## config.mk

```make
export PLATFORM = sky130hd
export DESIGN_NAME = c_source_lexer
export DESIGN_NICKNAME = d
export VERILOG_FILES = /design/src/rtl/clx_pkg.sv /design/src/rtl/c_source_lexer.sv /design/src/rtl/clx_core.sv /design/src/rtl/clx_fifo.sv
export SDC_FILE = /design/constraint.sdc
export NUM_CORES = 1
export LEC_CHECK = 0
export BUFFER_PORTS_ARGS = -buffer_cell sky130_fd_sc_hd__buf_2
export CORE_MARGIN = 3
export CORE_UTILIZATION = 25
export DETAILED_ROUTE_END_ITERATION = 6
export PLACE_DENSITY = 0.4
export SLEW_MARGIN = 20
export SYNTH_ARGS = -nofsm -noshare
export SYNTH_HDL_FRONTEND = slang
export SYNTH_SLANG_ARGS = --single-unit
```

## constraint.sdc

```tcl
create_clock -name clk -period 10.3 [get_ports clk]
set_input_delay 1.03 -clock clk [delete_from_list [all_inputs] [get_ports clk]]
set_output_delay 1.03 -clock clk [all_outputs]
set_load 0.05 [all_outputs]
```

## src/rtl/clx_pkg.sv

```systemverilog
// shared types, character constants and character class helpers for the source lexer
package clx_pkg;

  typedef logic [4:0] tok_type_t;

  localparam tok_type_t TOK_EOF       = 5'd0;
  localparam tok_type_t TOK_IDENT     = 5'd1;
  localparam tok_type_t TOK_NUMBER    = 5'd2;
  localparam tok_type_t TOK_PATH      = 5'd3;
  localparam tok_type_t TOK_STRING    = 5'd4;
  localparam tok_type_t TOK_POUND     = 5'd5;
  localparam tok_type_t TOK_LPAREN    = 5'd6;
  localparam tok_type_t TOK_RPAREN    = 5'd7;
  localparam tok_type_t TOK_LBRACE    = 5'd8;
  localparam tok_type_t TOK_RBRACE    = 5'd9;
  localparam tok_type_t TOK_LBRACKET  = 5'd10;
  localparam tok_type_t TOK_RBRACKET  = 5'd11;
  localparam tok_type_t TOK_SEMICOLON = 5'd12;
  localparam tok_type_t TOK_LT        = 5'd13;
  localparam tok_type_t TOK_GT        = 5'd14;
  localparam tok_type_t TOK_STAR      = 5'd15;
  localparam tok_type_t TOK_UNKNOWN   = 5'd16;

  localparam logic [7:0] CH_NUL        = 8'h00;
  localparam logic [7:0] CH_NEWLINE    = 8'h0A;
  localparam logic [7:0] CH_SPACE      = 8'h20;
  localparam logic [7:0] CH_QUOTE      = 8'h22;
  localparam logic [7:0] CH_POUND      = 8'h23;
  localparam logic [7:0] CH_LPAREN     = 8'h28;
  localparam logic [7:0] CH_RPAREN     = 8'h29;
  localparam logic [7:0] CH_STAR       = 8'h2A;
  localparam logic [7:0] CH_DOT        = 8'h2E;
  localparam logic [7:0] CH_SLASH      = 8'h2F;
  localparam logic [7:0] CH_SEMICOLON  = 8'h3B;
  localparam logic [7:0] CH_LT         = 8'h3C;
  localparam logic [7:0] CH_GT         = 8'h3E;
  localparam logic [7:0] CH_LBRACKET   = 8'h5B;
  localparam logic [7:0] CH_RBRACKET   = 8'h5D;
  localparam logic [7:0] CH_UNDERSCORE = 8'h5F;
  localparam logic [7:0] CH_F          = 8'h66;
  localparam logic [7:0] CH_LBRACE     = 8'h7B;
  localparam logic [7:0] CH_RBRACE     = 8'h7D;

  // result queue geometry
  localparam int FIFO_DEPTH = 4;
  localparam int PTR_BITS   = 2;

  // lexer modes, one-hot
  typedef enum logic [10:0] {
    M_IDLE       = 11'b000_0000_0001,
    M_SLASH      = 11'b000_0000_0010,
    M_LINE       = 11'b000_0000_0100,
    M_BLOCK      = 11'b000_0000_1000,
    M_BLOCK_STAR = 11'b000_0001_0000,
    M_STRING     = 11'b000_0010_0000,
    M_NUM_D      = 11'b000_0100_0000,
    M_NUM_S      = 11'b000_1000_0000,
    M_ID_A       = 11'b001_0000_0000,
    M_ID_U       = 11'b010_0000_0000,
    M_ID_D       = 11'b100_0000_0000
  } mode_t;

  // results of one byte: a flushed pending token (a) and a fresh one (b)
  typedef struct packed {
    logic      a_valid;
    tok_type_t a_type;
    logic      b_valid;
    tok_type_t b_type;
  } clx_emit_t;

  function automatic logic is_digit(input logic [7:0] c);
    return (c >= 8'h30) && (c <= 8'h39);
  endfunction

  function automatic logic is_alpha(input logic [7:0] c);
    return ((c >= 8'h61) && (c <= 8'h7A)) || ((c >= 8'h41) && (c <= 8'h5A));
  endfunction

  function automatic logic is_space(input logic [7:0] c);
    return (c == CH_SPACE) || ((c >= 8'h09) && (c <= 8'h0D));
  endfunction

  function automatic tok_type_t punct_type(input logic [7:0] c);
    tok_type_t t;
    unique case (c)
      CH_POUND:     t = TOK_POUND;
      CH_LPAREN:    t = TOK_LPAREN;
      CH_RPAREN:    t = TOK_RPAREN;
      CH_LBRACE:    t = TOK_LBRACE;
      CH_RBRACE:    t = TOK_RBRACE;
      CH_LBRACKET:  t = TOK_LBRACKET;
      CH_RBRACKET:  t = TOK_RBRACKET;
      CH_SEMICOLON: t = TOK_SEMICOLON;
      CH_LT:        t = TOK_LT;
      CH_GT:        t = TOK_GT;
      CH_STAR:      t = TOK_STAR;
      default:      t = TOK_UNKNOWN;
    endcase
    return t;
  endfunction

endpackage

```

## src/rtl/c_source_lexer.sv

```systemverilog
// top level of the c source lexer: byte stream in, token words out
//
// channel | handshake                | payload
// --------+--------------------------+--------------------------------------------------
// char    | char_valid / char_stall  | char_byte, end_of_input
// token   | token_valid / token_stall| token_kind, token_offset, token_length, last_of_item
//
// one source byte is taken per cycle while char_stall is low; the byte goes into an
// input register, the lexer decides its tokens from that register, and the token words
// are written into the result queue, whose head drives the outputs
// a byte that both ends a token and is a token itself, or an end of text with a pending
// token, gives two words; the four-entry result queue drains one word a cycle while
// token_stall is low, so the sustained rate is one byte per cycle while bytes average
// no more than one word each and the token side keeps up
// char_stall rises only when the input register holds a byte and the queue has fewer
// than two free entries
// rst (synchronous) returns the lexer to idle at stream position zero and empties both
// the input register and the queue
module c_source_lexer import clx_pkg::*; #(
  parameter int LENGTH_BITS   = 16,
  parameter int POSITION_BITS = 32
) (
  input  logic                     clk,
  input  logic                     rst,
  input  logic                     char_valid,
  output logic                     char_stall,
  input  logic [7:0]               char_byte,
  input  logic                     end_of_input,
  output logic                     token_valid,
  input  logic                     token_stall,
  output logic [4:0]               token_kind,
  output logic [POSITION_BITS-1:0] token_offset,
  output logic [LENGTH_BITS-1:0]   token_length,
  output logic                     last_of_item
);

  clx_emit_t                emit;
  logic                     room;
  logic [POSITION_BITS-1:0] a_offset;
  logic [LENGTH_BITS-1:0]   a_length;
  logic [POSITION_BITS-1:0] b_offset;

  // lexer state machine and per-byte decision
  clx_core #(
    .LENGTH_BITS   (LENGTH_BITS),
    .POSITION_BITS (POSITION_BITS)
  ) u_core (
    .clk          (clk),
    .rst          (rst),
    .char_valid   (char_valid),
    .char_stall   (char_stall),
    .char_byte    (char_byte),
    .end_of_input (end_of_input),
    .room         (room),
    .emit         (emit),
    .a_offset     (a_offset),
    .a_length     (a_length),
    .b_offset     (b_offset)
  );

  // token words in order, flushed token before the fresh one
  clx_fifo #(
    .LENGTH_BITS   (LENGTH_BITS),
    .POSITION_BITS (POSITION_BITS)
  ) u_fifo (
    .clk          (clk),
    .rst          (rst),
    .emit         (emit),
    .a_offset     (a_offset),
    .a_length     (a_length),
    .b_offset     (b_offset),
    .room         (room),
    .token_valid  (token_valid),
    .token_stall  (token_stall),
    .token_kind   (token_kind),
    .token_offset (token_offset),
    .token_length (token_length),
    .last_of_item (last_of_item)
  );

endmodule

```

## src/rtl/clx_core.sv

```systemverilog
// input register, lexer state and per-byte token decision
module clx_core import clx_pkg::*; #(
  parameter int LENGTH_BITS   = 16,
  parameter int POSITION_BITS = 32
) (
  input  logic                     clk,
  input  logic                     rst,
  input  logic                     char_valid,
  output logic                     char_stall,
  input  logic [7:0]               char_byte,
  input  logic                     end_of_input,
  input  logic                     room,
  output clx_emit_t                emit,
  output logic [POSITION_BITS-1:0] a_offset,
  output logic [LENGTH_BITS-1:0]   a_length,
  output logic [POSITION_BITS-1:0] b_offset
);

  logic                     ivalid;
  logic [7:0]               ibyte;
  logic                     ieoi;
  logic                     fire;
  logic                     is_end;

  mode_t                    mode, mode_next;
  logic [LENGTH_BITS-1:0]   plen, plen_next, len_ext;
  logic [POSITION_BITS-1:0] pstart, pstart_next;
  logic [POSITION_BITS-1:0] pos, pos_next;
  logic                     path, path_next;
  logic                     flush_req, restart, pend_has;
  tok_type_t                pend_type;

  assign fire       = ivalid && room;
  assign char_stall = ivalid && !room;

  always_ff @(posedge clk) begin
    if (rst) begin
      ivalid <= 1'b0;
    end else begin
      ivalid <= (char_valid && !char_stall) || (ivalid && !fire);
    end
    if (char_valid && !char_stall) begin
      ibyte <= char_byte;
      ieoi  <= end_of_input;
    end
  end

  always_comb begin
    pend_has  = 1'b1;
    pend_type = TOK_UNKNOWN;
    unique case (mode)
      M_SLASH:                 pend_type = TOK_UNKNOWN;
      M_STRING:                pend_type = TOK_STRING;
      M_NUM_D, M_NUM_S:        pend_type = TOK_NUMBER;
      M_ID_A, M_ID_U, M_ID_D:  pend_type = path ? TOK_PATH : TOK_IDENT;
      default:                 pend_has  = 1'b0;
    endcase
  end

  always_comb begin
    mode_next   = mode;
    plen_next   = plen;
    pstart_next = pstart;
    pos_next    = pos + POSITION_BITS'(1);
    path_next   = path;
    flush_req   = 1'b0;
    restart     = 1'b0;
    len_ext     = (plen == '1) ? plen : plen + LENGTH_BITS'(1);
    is_end      = ieoi || (ibyte == CH_NUL);
    emit        = '0;
    a_offset    = pstart;
    a_length    = plen;
    b_offset    = pos;

    if (!is_end) begin
      unique case (mode)
        M_LINE: begin
          if (ibyte == CH_NEWLINE) mode_next = M_IDLE;
        end
        M_BLOCK: begin
          if (ibyte == CH_STAR) mode_next = M_BLOCK_STAR;
        end
        M_BLOCK_STAR: begin
          if (ibyte == CH_SLASH) mode_next = M_IDLE;
          else if (ibyte != CH_STAR) mode_next = M_BLOCK;
        end
        M_STRING: begin
          plen_next = len_ext;
          a_length  = len_ext;
          if (ibyte == CH_QUOTE) begin
            flush_req = 1'b1;
            mode_next = M_IDLE;
          end
        end
        M_SLASH: begin
          if (ibyte == CH_SLASH) mode_next = M_LINE;
          else if (ibyte == CH_STAR) mode_next = M_BLOCK;
          else begin
            flush_req = 1'b1;
            restart   = 1'b1;
          end
        end
        M_NUM_D: begin
          if (is_digit(ibyte)) plen_next = len_ext;
          else if (ibyte == CH_DOT || ibyte == CH_F) begin
            plen_next = len_ext;
            mode_next = M_NUM_S;
          end else begin
            flush_req = 1'b1;
            restart   = 1'b1;
          end
        end
        M_NUM_S: begin
          if (is_digit(ibyte)) begin
            plen_next = len_ext;
            mode_next = M_NUM_D;
          end else begin
            flush_req = 1'b1;
            restart   = 1'b1;
          end
        end
        M_ID_A, M_ID_U, M_ID_D: begin
          if (ibyte == CH_UNDERSCORE && mode == M_ID_A) begin
            plen_next = len_ext;
            mode_next = M_ID_U;
          end else if (ibyte == CH_DOT && mode != M_ID_D) begin
            plen_next = len_ext;
            path_next = 1'b1;
            mode_next = M_ID_D;
          end else if (is_digit(ibyte)) begin
            plen_next = len_ext;
            mode_next = M_ID_D;
          end else if (is_alpha(ibyte)) begin
            plen_next = len_ext;
            mode_next = M_ID_A;
          end else begin
            flush_req = 1'b1;
            restart   = 1'b1;
          end
        end
        default: restart = 1'b1;
      endcase

      // byte handled afresh: whitespace is skipped, any other byte starts a new token
      if (restart) begin
        mode_next = M_IDLE;
        if (is_space(ibyte)) begin
          mode_next = M_IDLE;
        end else if (ibyte == CH_SLASH || ibyte == CH_QUOTE || is_digit(ibyte) ||
                     is_alpha(ibyte)) begin
          pstart_next = pos;
          plen_next   = LENGTH_BITS'(1);
          if (ibyte == CH_SLASH) mode_next = M_SLASH;
          else if (ibyte == CH_QUOTE) mode_next = M_STRING;
          else if (is_digit(ibyte)) mode_next = M_NUM_D;
          else begin
            mode_next = M_ID_A;
            path_next = 1'b0;
          end
        end else begin
          emit.b_valid = 1'b1;
          emit.b_type  = punct_type(ibyte);
        end
      end
    end else begin
      // end of text: pending token, eof, then back to reset state
      flush_req    = 1'b1;
      emit.b_valid = 1'b1;
      emit.b_type  = TOK_EOF;
      mode_next    = M_IDLE;
      plen_next    = '0;
      pstart_next  = '0;
      pos_next     = '0;
      path_next    = 1'b0;
    end

    emit.a_valid = flush_req && pend_has && fire;
    emit.a_type  = pend_type;
    emit.b_valid = emit.b_valid && fire;
  end

  always_ff @(posedge clk) begin
    if (rst) begin
      mode   <= M_IDLE;
      plen   <= '0;
      pstart <= '0;
      pos    <= '0;
      path   <= 1'b0;
    end else if (fire) begin
      mode   <= mode_next;
      plen   <= plen_next;
      pstart <= pstart_next;
      pos    <= pos_next;
      path   <= path_next;
    end
  end

  // end of text always leaves the lexer at position zero between tokens
  a_end_resets: assert property (@(posedge clk) disable iff (rst)
    fire && is_end |=> (mode == M_IDLE) && (pos == '0) && !path)
    else $error("end of text did not reset lexer state");

  // a flushed token only comes from a mode that holds one
  a_flush_pending: assert property (@(posedge clk) disable iff (rst)
    emit.a_valid |-> (mode != M_IDLE) && (mode != M_LINE) && (mode != M_BLOCK) &&
                     (mode != M_BLOCK_STAR))
    else $error("flush from a mode with no pending token");

endmodule

```

## src/rtl/clx_fifo.sv

```systemverilog
// small result queue taking up to two tokens per cycle and giving one when not stalled
module clx_fifo import clx_pkg::*; #(
  parameter int LENGTH_BITS   = 16,
  parameter int POSITION_BITS = 32
) (
  input  logic                     clk,
  input  logic                     rst,
  input  clx_emit_t                emit,
  input  logic [POSITION_BITS-1:0] a_offset,
  input  logic [LENGTH_BITS-1:0]   a_length,
  input  logic [POSITION_BITS-1:0] b_offset,
  output logic                     room,
  output logic                     token_valid,
  input  logic                     token_stall,
  output logic [4:0]               token_kind,
  output logic [POSITION_BITS-1:0] token_offset,
  output logic [LENGTH_BITS-1:0]   token_length,
  output logic                     last_of_item
);

  tok_type_t                ent_type   [FIFO_DEPTH];
  logic [POSITION_BITS-1:0] ent_offset [FIFO_DEPTH];
  logic [LENGTH_BITS-1:0]   ent_length [FIFO_DEPTH];
  logic                     ent_last   [FIFO_DEPTH];

  logic [PTR_BITS-1:0] wptr, rptr, bptr;
  logic [PTR_BITS:0]   count, count_next;
  logic                pop;

  assign room         = count <= (PTR_BITS + 1)'(FIFO_DEPTH - 2);
  assign token_valid  = count != '0;
  assign pop          = token_valid && !token_stall;
  assign token_kind   = ent_type[rptr];
  assign token_offset = ent_offset[rptr];
  assign token_length = ent_length[rptr];
  assign last_of_item = ent_last[rptr];
  assign bptr         = wptr + PTR_BITS'(emit.a_valid);

  assign count_next = count + (PTR_BITS + 1)'(emit.a_valid) + (PTR_BITS + 1)'(emit.b_valid)
                      - (PTR_BITS + 1)'(pop);

  always_ff @(posedge clk) begin
    if (rst) begin
      wptr  <= '0;
      rptr  <= '0;
      count <= '0;
    end else begin
      wptr  <= bptr + PTR_BITS'(emit.b_valid);
      rptr  <= rptr + PTR_BITS'(pop);
      count <= count_next;
    end
    if (emit.a_valid) begin
      ent_type[wptr]   <= emit.a_type;
      ent_offset[wptr] <= a_offset;
      ent_length[wptr] <= a_length;
      ent_last[wptr]   <= !emit.b_valid;
    end
    if (emit.b_valid) begin
      ent_type[bptr]   <= emit.b_type;
      ent_offset[bptr] <= b_offset;
      ent_length[bptr] <= (emit.b_type == TOK_EOF) ? '0 : LENGTH_BITS'(1);
      ent_last[bptr]   <= 1'b1;
    end
  end

  // pushes only arrive with room for two, so the queue never overflows
  a_no_overflow: assert property (@(posedge clk) disable iff (rst)
    count <= (PTR_BITS + 1)'(FIFO_DEPTH))
    else $error("result queue overflow");

  a_push_has_room: assert property (@(posedge clk) disable iff (rst)
    (emit.a_valid || emit.b_valid) |-> $past(room) || room)
    else $error("push without room");

endmodule
```

-- Yosys cells after proc, flatten, opt, wreduce, memory -nomap -nowiden
Memory sizes are Yosys's and may differ from the RTL's. A register that Yosys moved wholly into a read port is not among the register bits.
Index checks and enable logic that the tools add are counted.
- input port bits: 13
- register bits after elaboration: 109
- logic and storage cells: 195
- output and inout bits: 56
- memories: 4
- memory bits (writable): 216
- memories (name ; words ; bits a word ; read ports ; clocked after memory_dff ; wr ports ; RTL line ; RTL):
    u_fifo.ent_offset ; 4 ; 32 ; 1 ; 1 ; 2 ; clx_fifo.sv:22 ; logic [POSITION_BITS-1:0] ent_offset [FIFO_DEPTH];
    u_fifo.ent_length ; 4 ; 16 ; 1 ; 1 ; 2 ; clx_fifo.sv:23 ; logic [LENGTH_BITS-1:0] ent_length [FIFO_DEPTH];
    u_fifo.ent_type ; 4 ; 5 ; 1 ; 1 ; 2 ; clx_fifo.sv:21 ; tok_type_t ent_type [FIFO_DEPTH];
    u_fifo.ent_last ; 4 ; 1 ; 1 ; 1 ; 2 ; clx_fifo.sv:24 ; logic ent_last [FIFO_DEPTH];
- equal/unequal tests: 41
- $add $sub $neg: 8
- magnitude comparators: 9
- muxes and demuxes: 83
- reductions and logical operators: 39
- operators with widths (operator ; number):
    $mux 16 ; 14
    $mux 11 ; 20
    $mux 32 ; 5
    $eq 8x6->1 const B ; 11
    $pmux 11 s8 ; 1
    $pmux 16 s4 ; 1
    $pmux 5 s11 ; 1
    $eq 8x7->1 const B ; 6
    $add 32x1->32 const B ; 1
    $mux 1 ; 28
    $mux 6 ; 4
    $ne 4x1->1 const B ; 5
    $add 16x1->16 const B ; 1
    $eq 16x16->1 const B ; 1
    $ge 8x7->1 const B ; 2
    $le 8x7->1 const B ; 2
    $pmux 5 s3 ; 1
    $logic_and 1x1->1 ; 14
    $eq 11x10->1 const B ; 1
    $eq 11x11->1 const B ; 1
    $eq 11x2->1 const B ; 1
    $eq 11x3->1 const B ; 1
    $eq 11x4->1 const B ; 1
    $eq 11x5->1 const B ; 1
    35 further kinds ; 56

-- Depth between registers and ports, before layout
- word-level depth: 14
- depth in mapped cells: 16
- depth with buffers taken out: 13

-- Cells and area by module
Synthesis repeated with hierarchy kept, for this count alone.
- cell total of the unflattened synthesis: 1365
- area total of the unflattened synthesis: 15934.0 µm²
- by module, submodules not included (module ; times used ; cells each ; area an instance (µm²)):
    clx_fifo ; 1 ; 716 ; 10348.7
    clx_core ; 1 ; 649 ; 5585.4

-- Worst setup path after synthesis
OpenSTA, ideal clock, no wires.
- path kind: reg2reg
- start point: register u_core.ibyte[4]
- end point: memory u_fifo.ent_length[3][0], enable pin
- period minus slack after synthesis: 4.659 ns
- setup time: 0.396 ns
- stages on the path, launching flop included: 16
- data arrival time: 4.263 ns
- setup slack: 5.641 ns
- path buffers: 3
- path through: edfxtp_1 -> clkbuf_2 -> or4b_1 -> clkbuf_2 -> or3_4 -> o32ai_4 -> o221a_2 -> nand2_1 -> a22o_1 -> and2_1 -> ha_1 -> xor2_1 -> nand3_1 -> a21o_2 -> buf_6 -> nand2_1
- RTL lines (element ; RTL line ; RTL):
    start, declared ; clx_core.sv:20 ; logic [7:0] ibyte;
    start signal, assigned ; clx_core.sv:43 ; ibyte <= char_byte;
    end, declared ; clx_fifo.sv:23 ;

==> results by group <==
Clock network
  – Num CTS Buffers: 40
  – CTS resizes: 0
  – Worst-path clk slew: 0.06 ns
  – # hold bufs at CTS: 0
  – TritonCTS clock tree: done
  – Clock buffer depth: 3
  – Number of setup buffers added after CTS: 0
  – Root Driver: clkbuf_16
  – Total clock sinks: 325
  – H-tree depth: 2
  – Clk_lat worst skew: 0.58 ns

Detailed routing
  – Vias: 11,300
  – Routed WL: 47,700 um
  – First-pass DRT Iterations: 6
  – DR DRC count: 0
  – Post-DR vias/cell: 4.87
  – First DRT Iteration DRCs: 647
  – Routed WL per cell: 20.6 um
  – Post-DRT Antenna Nets: 0

Worst setup path
  – Kind of critical path: reg -> reg
  – CP endpoint kind: register
  – Critical Path AT: 5.63 ns
  – Critical path startpoint category: register
  – Crit path required time: 10.57 ns
  – Worst-path maximum fanout: 31

Run status
  – Status: completed

Global route
  – Number of global-route vias before repair: 11,300
  – Initial antenna violation count: 0
  – Total GRT Usage: 0.139
  – Largest net degree at the start of global routing: 44
  – First-pass GRT wire length: 72,100 um
  – Total gr overflow: 0

Timing
  – Hold Violations, Final: 0
  – PnR worst setup slack: 4.94 ns
  – Pins Over Slew Limit: 0
  – Max Clock Skew: 0.0211 ns
  – # setup viols final: 0
  – Fin crit period: 5.36 ns
  – Setup TNS: 0 ns
  – Worst Tran Pin Value: 1.03 ns
  – Max Freq: 0.186 GHz
  – RSZ-0062 raised after global routing: false
  – Final Cycle Share: 0.521
  – Slew HR: 0.308

Floorplan
  – # IOs: 69
  – Die Wd: 260 um
  – # rows: 92
  – Die ar.: 0.0678 mm^2
  – Die height: 260 um
  – Initial core utilization: 0.255
  – Core Box Area: 0.0635 mm^2

Final layout
  – Nets: 1,461
  – # diodes: 0
  – FF+latch area: 0.00812 mm^2
  – FILL cells: 6,594
  – Area of the multi-input gates: 0.00753 mm^2
  – Share of cells above drive strength 1: 0.256
  – P&R area growth vs syn: 15.3%
  – Final Cell Area: 0.0187 mm^2

Pwr
  – Power Density: 199 mW/mm^2
  – Leakage: 6.59 nW
  – Maximum vdd drop: 0.000102 V

Place
  – Placed Instance Area: 0.0173 mm^2
  – PortBufs: 68
  – Post-Place Setup Slack: 4.86 ns
  – GP Congestion: 0.837
  – Hpwl dp: 30,000 um

Synth
  – Synth Cell Area: 0.0162 mm^2
  – Post-Syn Nets: 1,432
  – Synth async-reset ratio: 0
  – Ys Warns: 0
  – Sequential area share after synthesis: 0.502
  – Main flop type after synthesis: dfxtp_1
  – Post-synthesis cell count: 1,410
  – Post-synthesis average cell area: 11.5 um^2
  – Post-synth EDFFs: 161
  – Distinct cells, synth: 87
  – Yosys reg bits: 325

Min path
  – Hold Path Class: reg -> reg

Job
  – Max_cap viols: 0
-- critical path: stages (launching register included) --
cell,delay [ns]
edfxtp_1,0.48
nor4bb_1,0.89
nand2_1,0.27
o2111ai_1,0.32
o221a_2,0.38
nand2_1,0.12
a22o_1,0.22
and2_1,0.17
ha_1,0.21
xor2_1,0.20
nand3_1,0.16
a21o_2,0.75
nand2_2,0.46
buf_4,0.42
-- cells by family (layout without fill, tap and decap cells) --
| logic type | count (synthesis) | count (layout) | synth area share |
|---|---|---|---|
| AND/OR/NAND/NOR | 449 | 449 | 0.136 |
| flip-flops | 325 | 325 | 0.502 |
| AO/OA/AOI/OAI | 244 | 244 | 0.108 |
| multiplexers | 211 | 211 | 0.183 |
| buffers and inverters | 122 | 181 | 0.0361 |
| XOR/XNOR | 50 | 50 | 0.0271 |
| adder cells (fa/ha/maj) | 9 | 9 | 0.00789 |
-- power by group --
| group | switching, mW | leakage [nW] | internal, mW |
|---|---|---|---|
| Combinational | 0.559 | 3.09 | 0.252 |
| Clock | 0.584 | 0.662 | 0.847 |
| Sequential | 0.0696 | 2.84 | 1.41 |
| Total | 1.21 | 6.59 | 2.51 |
-- cell usage after synthesis (all sizes together) (5+ instances only) --
library cell | count | share of area
nor2b | 19 | 0.0073
a22o | 32 | 0.017
and3 | 8 | 0.0031
nand3 | 46 | 0.014
o21ai | 30 | 0.010
nor2 | 71 | 0.016
o41ai | 5 | 0.0027
dfxtp | 164 | 0.20
a21boi | 5 | 0.0032
ha | 7 | 0.0054
nand2b | 9 | 0.0035
xor2 | 34 | 0.018
a211oi | 5 | 0.0023
and4 | 6 | 0.0032
edfxtp | 161 | 0.30
nand2 | 153 | 0.036
buf | 41 | 0.016
a21oi | 87 | 0.028
xnor2 | 16 | 0.0087
o211ai | 16 | 0.0084
mux2i | 23 | 0.014
nand4 | 21 | 0.0081
a31oi | 14 | 0.0054
and2 | 9 | 0.0035
or3 | 11 | 0.0046
inv | 14 | 0.0032
mux4 | 54 | 0.075
nor3 | 57 | 0.018
nor4 | 14 | 0.0054
clkbuf | 67 | 0.016
o31ai | 5 | 0.0032
mux2 | 134 | 0.094
-- final cells by class --
cell class / instances / share of cell area
clock buffer: 56 / 0.0623
clock inverter: 16 / 0.00979
inverter: 14 / 0.00282
sequential: 325 / 0.435
multi-input combinational: 963 / 0.404
tap: 846 / 0.0567
timing repair buffer: 95 / 0.0291
-- sequential cells by signal (all words and copies together) (netlist names) --
name / flops
u_core.ieoi: 1
u_fifo.ent_offset: 128
u_core.ivalid: 1
u_core.ibyte: 8
u_fifo.wptr: 2
u_fifo.ent_last: 4
u_fifo.count: 3
u_fifo.ent_length: 64
u_fifo.ent_type: 20
u_fifo.rptr: 2
u_core.path: 1
u_core.mode: 11
u_core.plen: 16
u_core.a_offset: 32
u_core.b_offset: 32
-- stage by stage --
stage	total power, mW	util	hold slack [ns]	std cells
global route	3.88	0.294	0.464	2315
global placement	2.34	0.272	0.435	2243
floorplan	2.10	-	0.426	1410
finish	3.72	0.294	0.449	2315
detailed placement	2.34	0.272	0.444	2243
CTS	3.80	0.294	0.452	2315
-- routing by layer --
| layer | wire, um | GRT usage | share of wire |
|---|---|---|---|
| met5 | 0 | 0 | 0 |
| met4 | 1050 | 0.0418 | 0.022 |
| met3 | 1580 | 0.0195 | 0.033 |
| met2 | 22800 | 0.230 | 0.48 |
| met1 | 22200 | 0.189 | 0.47 |
-- cells in the final DEF (no fill, tap or decap), types with 7 or more instances in the layout --
cell type,netlist,final
buf_2,18,68
nand3_1,46,46
nand2b_1,9,9
a21oi_1,84,82
xor2_1,34,34
and3_1,8,8
mux2i_1,23,23
o21ai_0,23,23
nand4_1,21,21
nor2b_1,19,19
edfxtp_1,161,161
clkbuf_8,1,8
or3_1,10,10
nor4_1,14,14
clkbuf_16,0,41
and2_1,9,9
clkbuf_1,63,7
buf_4,0,27
inv_1,14,14
nor3_1,57,57
o211ai_1,13,13
nand2_1,153,149
dfxtp_1,164,162
a31oi_1,14,14
xnor2_1,16,16
a22o_1,32,32
mux4_2,54,54
ha_1,7,7
nor2_1,71,71
mux2_2,129,129
-- final timing paths --
kind	from	end	slack [ns]	cells after the start
max	u_core.ibyte[6]	u_fifo.ent_type[3][4]	4.94	13
min reg2reg	u_fifo.ent_length[1][6]	u_fifo.ent_length[1][6]	0.45	2
min	u_fifo.ent_length[1][6]	u_fifo.ent_length[1][6]	0.45	2
max reg2reg	u_core.ibyte[6]	u_fifo.ent_type[3][4]	4.94	13
No activity file was read; power rests on OpenSTA's default activity.
